**src/rtl/core/assert_macros.svh**
```systemverilog
// ----------------------------------------------------------------------------
// assertion macros
// shared property shorthands for the rtl checks
// ----------------------------------------------------------------------------
`ifndef ASSERT_MACROS_SVH
`define ASSERT_MACROS_SVH

// same-cycle implication
`define ASSERT_IMPLY(label, clk, rst_n, ante, cons) \
    label: assert property (@(posedge clk) disable iff (!(rst_n)) (ante) |-> (cons)) \
        else $error("assertion failed");

// next-cycle implication
`define ASSERT_NEXT(label, clk, rst_n, ante, cons) \
    label: assert property (@(posedge clk) disable iff (!(rst_n)) (ante) |=> (cons)) \
        else $error("assertion failed");

`endif

```
**src/rtl/core/mrga_pkg.sv**
```systemverilog
// ----------------------------------------------------------------------------
// mrga_pkg
// shared types and codes of the grant allocator
// ----------------------------------------------------------------------------
`timescale 1ns / 1ps

package mrga_pkg;

    localparam int CFG_IDX_W  = 1;
    localparam int CFG_DATA_W = 64;
    localparam int IN_DATA_W  = 32;
    localparam int OUT_DATA_W = 24;

    localparam logic [CFG_IDX_W-1:0] REG_CAPACITY = 1'd0;
    localparam logic [CFG_IDX_W-1:0] REG_RES_USE  = 1'd1;

    localparam logic OP_REQUEST = 1'b0;
    localparam logic OP_RELEASE = 1'b1;

    localparam logic [2:0] ST_OK            = 3'd0;
    localparam logic [2:0] ST_UNKNOWN_RES   = 3'd1;
    localparam logic [2:0] ST_INSUFFICIENT  = 3'd2;
    localparam logic [2:0] ST_UNKNOWN_GRANT = 3'd3;
    localparam logic [2:0] ST_TABLE_FULL    = 3'd4;
    localparam logic [2:0] ST_TOO_LONG      = 3'd5;

    typedef struct packed {
        logic [2:0] idx;
        logic [7:0] qty;
    } t_item;

endpackage

```
**src/rtl/core/multi_resource_grant_allocator.sv**
```systemverilog
// Multi-resource all-or-nothing grant allocator. Keeps an 8-bit available count per
// resource (loaded by writing the capacity register) and a grant table held in two
// single-port memories: a tag memory (grant id and length per slot) and an element
// memory. A request element without the last mark is stored and the block stays idle. A
// last element runs the sufficiency check over the elements, the free-slot scan (up to
// GRANT_SLOTS slots), the commit of each element, the tag write and the hand-over of the
// result (held while the output register is full), and only then is the next beat taken.
// A release reads the tag memory slot by slot until the id matches (up to GRANT_SLOTS
// slots), then reads each stored element and adds it back. Results sit in an output
// register, so a new beat is taken while a result waits. No clearing pass after reset.
// ----------------------------------------------------------------------------
// multi_resource_grant_allocator
// counting resource allocator with all-or-nothing grants and release
// ----------------------------------------------------------------------------
`timescale 1ns / 1ps
`include "assert_macros.svh"

module multi_resource_grant_allocator #(
    parameter int NUM_RESOURCES     = 8,
    parameter int MAX_REQUEST_ITEMS = 8,
    parameter int GRANT_SLOTS       = 16
) (
    input  logic                               i_clk,
    input  logic                               i_rst_n,
    input  logic                               i_cfg_we,
    input  logic [mrga_pkg::CFG_IDX_W-1:0]     i_cfg_idx,
    input  logic [mrga_pkg::CFG_DATA_W-1:0]    i_cfg_data,
    input  logic                               s_axis_tvalid,
    output logic                               s_axis_tready,
    // resource_index, quantity, release_id
    input  logic [mrga_pkg::IN_DATA_W-1:0]     s_axis_tdata,
    // operation
    input  logic                               s_axis_tuser,
    input  logic                               s_axis_tlast,
    output logic                               m_axis_tvalid,
    input  logic                               m_axis_tready,
    // status, granted_id
    output logic [mrga_pkg::OUT_DATA_W-1:0]    m_axis_tdata,
    // was_release
    output logic                               m_axis_tuser
);
    import mrga_pkg::*;

    localparam int RW = (NUM_RESOURCES > 1) ? $clog2(NUM_RESOURCES) : 1;
    localparam int IW = (MAX_REQUEST_ITEMS > 1) ? $clog2(MAX_REQUEST_ITEMS) : 1;
    localparam int LW = $clog2(MAX_REQUEST_ITEMS + 1);
    localparam int SW = $clog2(GRANT_SLOTS);
    localparam int TW = 16 + LW;

    typedef enum logic [3:0] {
        S_IDLE, S_CHECK, S_FIND, S_COMMIT, S_TAG_WR,
        S_SCAN_RD, S_SCAN_CMP, S_REL_RD, S_REL_ADD, S_EMIT
    } t_state;

    t_state        r_state;
    logic [7:0]    r_avail [NUM_RESOURCES];
    t_item         r_pend [MAX_REQUEST_ITEMS];
    logic [LW-1:0] r_pend_len;
    logic [2:0]    r_pend_err;
    logic [15:0]   r_next_id;
    logic          r_valid [GRANT_SLOTS];
    logic [3:0]    r_res_use;
    logic [LW-1:0] r_cnt;
    logic [SW-1:0] r_slot;
    logic [15:0]   r_rel_id;
    logic [LW-1:0] r_rel_len;
    logic [2:0]    r_res_status;
    logic [15:0]   r_res_id;
    logic          r_res_rel;
    logic          r_out_valid;
    logic [2:0]    r_out_status;
    logic [15:0]   r_out_id;
    logic          r_out_rel;

    logic [TW-1:0] tag_mem [GRANT_SLOTS];
    logic [TW-1:0] r_tag_rd;
    logic [10:0]   item_mem [GRANT_SLOTS << IW];
    logic [10:0]   r_item_rd;

    logic          in_op;
    t_item         in_item;
    logic [15:0]   in_rid;
    logic [2:0]    n_pend_err;
    logic          elem_bad;
    t_item         cur_item;
    t_item         rel_item;
    logic [7:0]    cur_avail;
    logic [7:0]    rel_avail;
    logic [8:0]    rel_sum;
    logic [SW+IW-1:0] item_addr;
    logic          item_we;
    logic          tag_we;

    assign in_op       = s_axis_tuser;
    assign in_item.idx = s_axis_tdata[2:0];
    assign in_item.qty = s_axis_tdata[10:3];
    assign in_rid      = s_axis_tdata[26:11];

    assign s_axis_tready = (r_state == S_IDLE);
    assign m_axis_tvalid = r_out_valid;
    assign m_axis_tdata  = {5'd0, r_out_id, r_out_status};
    assign m_axis_tuser  = r_out_rel;

    assign elem_bad  = (4'(in_item.idx) >= r_res_use) || (4'(in_item.idx) >= 4'(NUM_RESOURCES));
    assign cur_item  = r_pend[r_cnt[IW-1:0]];
    assign cur_avail = r_avail[cur_item.idx[RW-1:0]];
    assign rel_item  = t_item'(r_item_rd);
    assign rel_avail = r_avail[rel_item.idx[RW-1:0]];
    assign rel_sum   = {1'b0, rel_avail} + {1'b0, rel_item.qty};
    assign item_addr = {r_slot, r_cnt[IW-1:0]};
    assign item_we   = (r_state == S_COMMIT) && (r_cnt != r_pend_len);
    assign tag_we    = (r_state == S_TAG_WR);

    always_comb begin
        n_pend_err = r_pend_err;
        if (r_pend_len >= LW'(MAX_REQUEST_ITEMS)) begin
            if (r_pend_err == ST_OK) n_pend_err = ST_TOO_LONG;
        end else if (elem_bad && r_pend_err == ST_OK) begin
            n_pend_err = ST_UNKNOWN_RES;
        end
    end

    always_ff @(posedge i_clk) begin
        if (tag_we) begin
            tag_mem[r_slot] <= {r_next_id, r_pend_len};
        end
        r_tag_rd <= tag_mem[r_slot];
    end

    always_ff @(posedge i_clk) begin
        if (item_we) begin
            item_mem[item_addr] <= cur_item;
        end
        r_item_rd <= item_mem[item_addr];
    end

    always_ff @(posedge i_clk) begin
        if (!i_rst_n) begin
            r_state     <= S_IDLE;
            r_pend_len  <= '0;
            r_pend_err  <= ST_OK;
            r_next_id   <= '0;
            r_res_use   <= 4'd8;
            r_cnt       <= '0;
            r_slot      <= '0;
            r_out_valid <= 1'b0;
            for (int i = 0; i < NUM_RESOURCES; i++) r_avail[i] <= '0;
            for (int i = 0; i < GRANT_SLOTS; i++) r_valid[i] <= 1'b0;
        end else begin
            if (r_out_valid && m_axis_tready && r_state != S_EMIT) r_out_valid <= 1'b0;
            if (i_cfg_we) begin
                unique case (i_cfg_idx)
                    REG_CAPACITY: begin
                        for (int i = 0; i < NUM_RESOURCES; i++)
                            r_avail[i] <= i_cfg_data[8*i +: 8];
                    end
                    REG_RES_USE: r_res_use <= i_cfg_data[3:0];
                    default: ;
                endcase
            end
            unique case (r_state)
                S_IDLE: begin
                    if (s_axis_tvalid) begin
                        if (in_op == OP_RELEASE) begin
                            r_rel_id <= in_rid;
                            r_slot   <= '0;
                            r_state  <= S_SCAN_RD;
                        end else if (s_axis_tlast && n_pend_err != ST_OK) begin
                            r_res_status <= n_pend_err;
                            r_res_id     <= '0;
                            r_res_rel    <= 1'b0;
                            r_pend_len   <= '0;
                            r_pend_err   <= ST_OK;
                            r_state      <= S_EMIT;
                        end else begin
                            if (r_pend_len < LW'(MAX_REQUEST_ITEMS)) begin
                                r_pend[r_pend_len[IW-1:0]] <= in_item;
                                r_pend_len <= r_pend_len + 1'b1;
                            end
                            r_pend_err <= n_pend_err;
                            if (s_axis_tlast) begin
                                r_cnt   <= '0;
                                r_state <= S_CHECK;
                            end
                        end
                    end
                end
                S_CHECK: begin
                    if (r_cnt == r_pend_len) begin
                        r_slot  <= '0;
                        r_state <= S_FIND;
                    end else if (cur_avail < cur_item.qty) begin
                        r_res_status <= ST_INSUFFICIENT;
                        r_res_id     <= '0;
                        r_res_rel    <= 1'b0;
                        r_pend_len   <= '0;
                        r_state      <= S_EMIT;
                    end else begin
                        r_cnt <= r_cnt + 1'b1;
                    end
                end
                S_FIND: begin
                    if (!r_valid[r_slot]) begin
                        r_cnt   <= '0;
                        r_state <= S_COMMIT;
                    end else if (r_slot == SW'(GRANT_SLOTS - 1)) begin
                        r_res_status <= ST_TABLE_FULL;
                        r_res_id     <= '0;
                        r_res_rel    <= 1'b0;
                        r_pend_len   <= '0;
                        r_state      <= S_EMIT;
                    end else begin
                        r_slot <= r_slot + 1'b1;
                    end
                end
                S_COMMIT: begin
                    if (r_cnt == r_pend_len) begin
                        r_state <= S_TAG_WR;
                    end else begin
                        r_avail[cur_item.idx[RW-1:0]] <=
                            (cur_avail > cur_item.qty) ? cur_avail - cur_item.qty : 8'd0;
                        r_cnt <= r_cnt + 1'b1;
                    end
                end
                S_TAG_WR: begin
                    r_valid[r_slot] <= 1'b1;
                    r_res_status    <= ST_OK;
                    r_res_id        <= r_next_id;
                    r_res_rel       <= 1'b0;
                    r_next_id       <= r_next_id + 1'b1;
                    r_pend_len      <= '0;
                    r_state         <= S_EMIT;
                end
                S_SCAN_RD: r_state <= S_SCAN_CMP;
                S_SCAN_CMP: begin
                    if (r_valid[r_slot] && r_tag_rd[TW-1:LW] == r_rel_id) begin
                        r_rel_len <= r_tag_rd[LW-1:0];
                        r_cnt     <= '0;
                        r_state   <= S_REL_RD;
                    end else if (r_slot == SW'(GRANT_SLOTS - 1)) begin
                        r_res_status <= ST_UNKNOWN_GRANT;
                        r_res_id     <= r_rel_id;
                        r_res_rel    <= 1'b1;
                        r_state      <= S_EMIT;
                    end else begin
                        r_slot  <= r_slot + 1'b1;
                        r_state <= S_SCAN_RD;
                    end
                end
                S_REL_RD: begin
                    if (r_cnt == r_rel_len) begin
                        r_valid[r_slot] <= 1'b0;
                        r_res_status    <= ST_OK;
                        r_res_id        <= r_rel_id;
                        r_res_rel       <= 1'b1;
                        r_state         <= S_EMIT;
                    end else begin
                        r_state <= S_REL_ADD;
                    end
                end
                S_REL_ADD: begin
                    r_avail[rel_item.idx[RW-1:0]] <= rel_sum[8] ? 8'hFF : rel_sum[7:0];
                    r_cnt   <= r_cnt + 1'b1;
                    r_state <= S_REL_RD;
                end
                S_EMIT: begin
                    if (!r_out_valid || m_axis_tready) begin
                        r_out_valid  <= 1'b1;
                        r_out_status <= r_res_status;
                        r_out_id     <= r_res_id;
                        r_out_rel    <= r_res_rel;
                        r_state      <= S_IDLE;
                    end
                end
                default: r_state <= S_IDLE;
            endcase
        end
    end

    `ASSERT_IMPLY(a_pend_len_max, i_clk, i_rst_n, 1'b1, r_pend_len <= LW'(MAX_REQUEST_ITEMS))
    `ASSERT_NEXT(a_grant_sets_valid, i_clk, i_rst_n, r_state == S_TAG_WR, r_valid[$past(r_slot)])
    `ASSERT_NEXT(a_id_only_on_grant, i_clk, i_rst_n, r_state != S_TAG_WR, r_next_id == $past(r_next_id))

endmodule
```
**config.mk**
```make
export PLATFORM = sky130hd
export DESIGN_NAME = multi_resource_grant_allocator
export DESIGN_NICKNAME = d
export VERILOG_FILES = /design/src/rtl/core/mrga_pkg.sv /design/src/rtl/core/multi_resource_grant_allocator.sv
export VERILOG_INCLUDE_DIRS = /design/src /design/src/rtl/core
export SDC_FILE = /design/constraint.sdc
export NUM_CORES = 2
export LEC_CHECK = 0
export ABC_AREA = 1
export ABC_CLOCK_PERIOD_IN_PS = 10700
export BUFFER_PORTS_ARGS = -buffer_cell sky130_fd_sc_hd__buf_2
export CAP_MARGIN = 20
export CORE_AREA = 2 2 462 464
export CTS_CLUSTER_SIZE = 12
export DETAILED_ROUTE_END_ITERATION = 10
export DIE_AREA = 0 0 464 466
export GPL_TIMING_DRIVEN = 0
export PLACE_DENSITY_LB_ADDON = 0.15
export SLEW_MARGIN = 15
export SYNTH_ARGS = -nofsm -noshare
export SYNTH_HDL_FRONTEND = slang
export SYNTH_SLANG_ARGS = --single-unit
export TNS_END_PERCENT = 50
```
**constraint.sdc**
```tcl
create_clock -name i_clk -period 10.7 [get_ports i_clk]
set_clock_uncertainty 0.1 [all_clocks]
set_input_delay 2.14 -clock i_clk [delete_from_list [all_inputs] [get_ports i_clk]]
set_output_delay 2.14 -clock i_clk [all_outputs]
set_load 0.02 [all_outputs]
```
==> results by group <==
Run status
  • Outcome: finished, final reports clean

Placement
  • Placed Area: 0.08954 mm^2
  • Hpwl dp: 234.0 mm
  • Port bufs: 120
  • DP Cell Count: 10080
  • Placer Congestion: 0.9915

Floorplanning
  • DIE WIDTH: 464 um
  • Die outline height: 466 um
  • Initial Util: 38.80%
  • IO Pins: 131
  • Site Rows: 169
  • Die area: 0.2162 mm^2
  • Core box area: 0.2112 mm^2

Detailed routing
  • Routed wire length: 331.1 mm
  • Initial DRC count: 8704
  • Via count: 59400
  • Initial DRT Pass Iterations: 8
  • Number of remaining DRC errors: 0
  • Final antenna-violating net count: 0
  • Vias per inst: 5.666
  • Wire per inst: 31.59 um

Power
  • Cell-internal power: 14.82 mW
  • Power Dens Cells: 230.9 mW/mm^2
  • Total power: 22.25 mW
  • Switching power: 7.427 mW
  • IR drop worst, VDD: 0.0001448 V
  • P_leak: 34.47 nW
  • Clock power share: 32.9%
  • Combinational power share: 24.1%
  • Sequential share of power: 43.1%
  • Switching share of power: 33.38%

Timing
  • Setup TNS: 0 ps
  • Worst slew pin tran: 1259 ps
  • Final setup viols: 0
  • Slew HR: 16.04%
  • RSZ-0062 raised after global routing: false
  • Fin. max-slew vios: 0
  • Fin Hold WS: 306.2 ps
  • Final worst path period share: 61.49%
  • Final hold vios: 0
  • Tmin final: 6579 ps
  • Fmax: 152.0 MHz

Setup path
  • Crit-path slowest cell: o21ai_0
  • Crit path kind: reg -> reg
  • CP cell instances: clkinv_1, o211ai_1, nand2_2, inv_1, buf_6, buf_16, nor2_1, o211ai_1, nand2_1, ha_1, fa_1, o21ai_1, nand2_1, nand2_1, nand3_1, o21ai_0, inv_1, o21ai_0
  • FF-to-FF path depth: 18
  • CP arrival: 7130 ps
  • R2r setup slk: 4120 ps
  • Slowest cell delay on critical path: 940 ps
  • CP bufs+invs: 5
  • Reg-to-reg endpoint: r_avail[2][3]$_DFFE_PP_
  • Worst Path Max Fanout: 73
  • Most used cell, CP: nand2_1
  • Startpoint type of the worst setup path: flip-flop
  • Critical Path End Type: flip-flop
  • Critical path data required time: 11250 ps
  • CP delay by family, top: compound AO/OA/AOI/OAI gates
  • Crit path depth: 18

Synthesis
  • Largest cells by area after synthesis: edfxtp_1 (71%), nand2_1 (11%), o21ai_0 (2.9%)
  • Most used DFF post-synth: edfxtp_1
  • Seq/Total Area, Yosys: 73.37%
  • Syn. warnings: 0
  • EDFF count, synth: 1940
  • Synth Instances: 6984
  • Post-synth top area share: 71.08%
  • Cell variety after synth: 50
  • Async SR Flop Fraction: 0%
  • Most frequent cell after synthesis: nand2_1
  • Mean post-synth cell area: 11.74 um^2
  • Synth Cell Area: 0.08196 mm^2
  • Synth top cells by count: nand2_1 (2308), edfxtp_1 (1940), nor2_1 (476), o21ai_0 (470), a21oi_1 (363)
  • Cell taking the most area after synthesis: edfxtp_1
  • Synthesized flop and latch total: 2034

Clock network
  • TritonCTS clock tree: done
  • Cts hold-fix bufs: 0
  • CTS sink count: 2034
  • # Post-CTS Setup Buffers: 0
  • Clk buf depth: 3
  • H-tree levels: 4
  • Post-cts gate resize count: 0
  • Clock root buffer: clkbuf_16
  • Total CTS buffers: 216
  • Clk pin slew, worst setup/hold paths: 60 ps
  • Clock latency on the worst-skew pair: 900 ps

Global route
  • Via count of the first global-routing pass: 54410
  • Initial antenna violation count: 22
  • Global route overflow: 0
  • Largest net degree at the start of global routing: 78
  • Total track usage: 29.98%
  • Global-route wire length before repair: 447.0 mm

Finish
  • Fill cell count: 19140
  • Layout cell share with drive strength beyond 1: 12.11%
  • Area Growth Syn to Fin: 17.57%
  • Final non-filler cell area: 0.09636 mm^2
  • Nets: 7613
  • Final Non-Filler Cells: 10480

Hold path
  • Hold Crit Class: reg -> reg
  • Worst hold endpoint: r_rel_len[1]$_DFFE_PP_
  • WHS Path Cells: 0
  • Worst Min Path Start: r_tag_rd[1]$_DFF_P_

Run
  • Max-cap viol count: 0
[registers in the layout, indices dropped and copies added (netlist names), 3 cells and up, named ones only]
name / flops
r_pend: 88
r_pend_err: 3
r_next_id: 16
r_rel_id: 16
r_rel_len: 4
r_avail: 64
r_valid: 16
r_slot: 4
r_res_id: 16
r_res_status: 3
r_cnt: 4
tag_mem: 320
r_item_rd: 11
r_out_id: 16
r_state: 4
r_tag_rd: 20
item_mem: 1408
r_out_status: 3
r_pend_len: 4
r_res_use: 4
[worst max path at each step]
stage / from / endpoint / slack [ps]
after floorplan: flip-flop / r_res_id[0]$_DFFE_PP_ / 980
after global placement: flip-flop / r_res_id[1]$_DFFE_PP_ / -9540
after detailed placement: flip-flop / r_avail[2][3]$_DFFE_PP_ / 4100
after CTS: flip-flop / r_avail[6][4]$_DFFE_PP_ / 4050
after global routing: flip-flop / r_avail[6][4]$_DFFE_PP_ / 3730
final: flip-flop / r_avail[2][3]$_DFFE_PP_ / 4120
[placed cells by master (no fill, tap or decap), drive strengths merged, types with 11 or more instances in the layout]
cell	Yosys	final
o211ai	14	14
buf	157	431
a22oi	106	106
nand4	106	106
edfxtp	1940	1940
xor2	11	11
a31oi	14	14
nand2	2319	2319
o21ai	492	492
o22ai	16	16
nor3	28	28
clkinv	19	100
inv	231	240
nand3	288	288
clkbuf	193	482
nor2	482	482
ha	27	27
a21oi	364	364
xnor2	26	26
or2	19	19
dfxtp	94	94
[per-layer routing]
| layer | vias to the layer above | track usage (%) | wire (um) |
|---|---|---|---|
| met1 | 29690 | 41.81 | 134900 |
| li1 | 25420 | - | - |
| met4 | 12 | 12.34 | 15090 |
| met3 | 633 | 7.891 | 38150 |
| met5 | - | 0 | 87 |
| met2 | 3637 | 44.45 | 142900 |
[power groups by stage]
stage	logic [mW]	registers (mW)	clock network (mW)
2_1_floorplan	2.52	9.88	0
3_3_place_gp	4.75	10.3	0
3_5_place_dp	5.19	9.75	0
4_1_cts	5.20	9.59	7.36
5_1_grt	5.62	9.59	7.65
6_report	5.35	9.58	7.31
[cell families (layout without fill, tap and decap cells)]
logic type	count (synthesis)	count (layout)	share of synthesized area, %
and+or+nand+nor	3259	3259	15.94
DFF	2034	2034	73.37
AOI/OAI and AO/OA	1024	1024	6.773
buffers and inverters	600	1264	3.052
xor gates and xnor gates	37	37	0.3954
adders and majority gates	29	29	0.4610
other	1	14	0.004575
[final cells by class]
cell class / count / area (um^2) / share of cell area [%]
clock buffer: 289 / 5833 / 6.053
clock inverter: 101 / 939.7 / 0.9751
buffer: 350 / 1599 / 1.659
inverter: 250 / 945.9 / 0.9816
multi-input combinational: 4354 / 20110 / 20.87
sequential: 2034 / 60140 / 62.41
antenna: 9 / 22.52 / 0.02337
tap: 2821 / 3530 / 3.663
timing repair buffer: 274 / 3244 / 3.367
[per-stage QoR]
step | setup slack [ps] | util, %
after floorplan | 979.1 | -
after global placement | -9543 | 40.76
after detailed placement | 4097 | 42.39
after CTS | 4049 | 45.59
after global routing | 3729 | 45.61
final | 4121 | 45.62
Note: power is estimated with default switching activity, not from simulation.
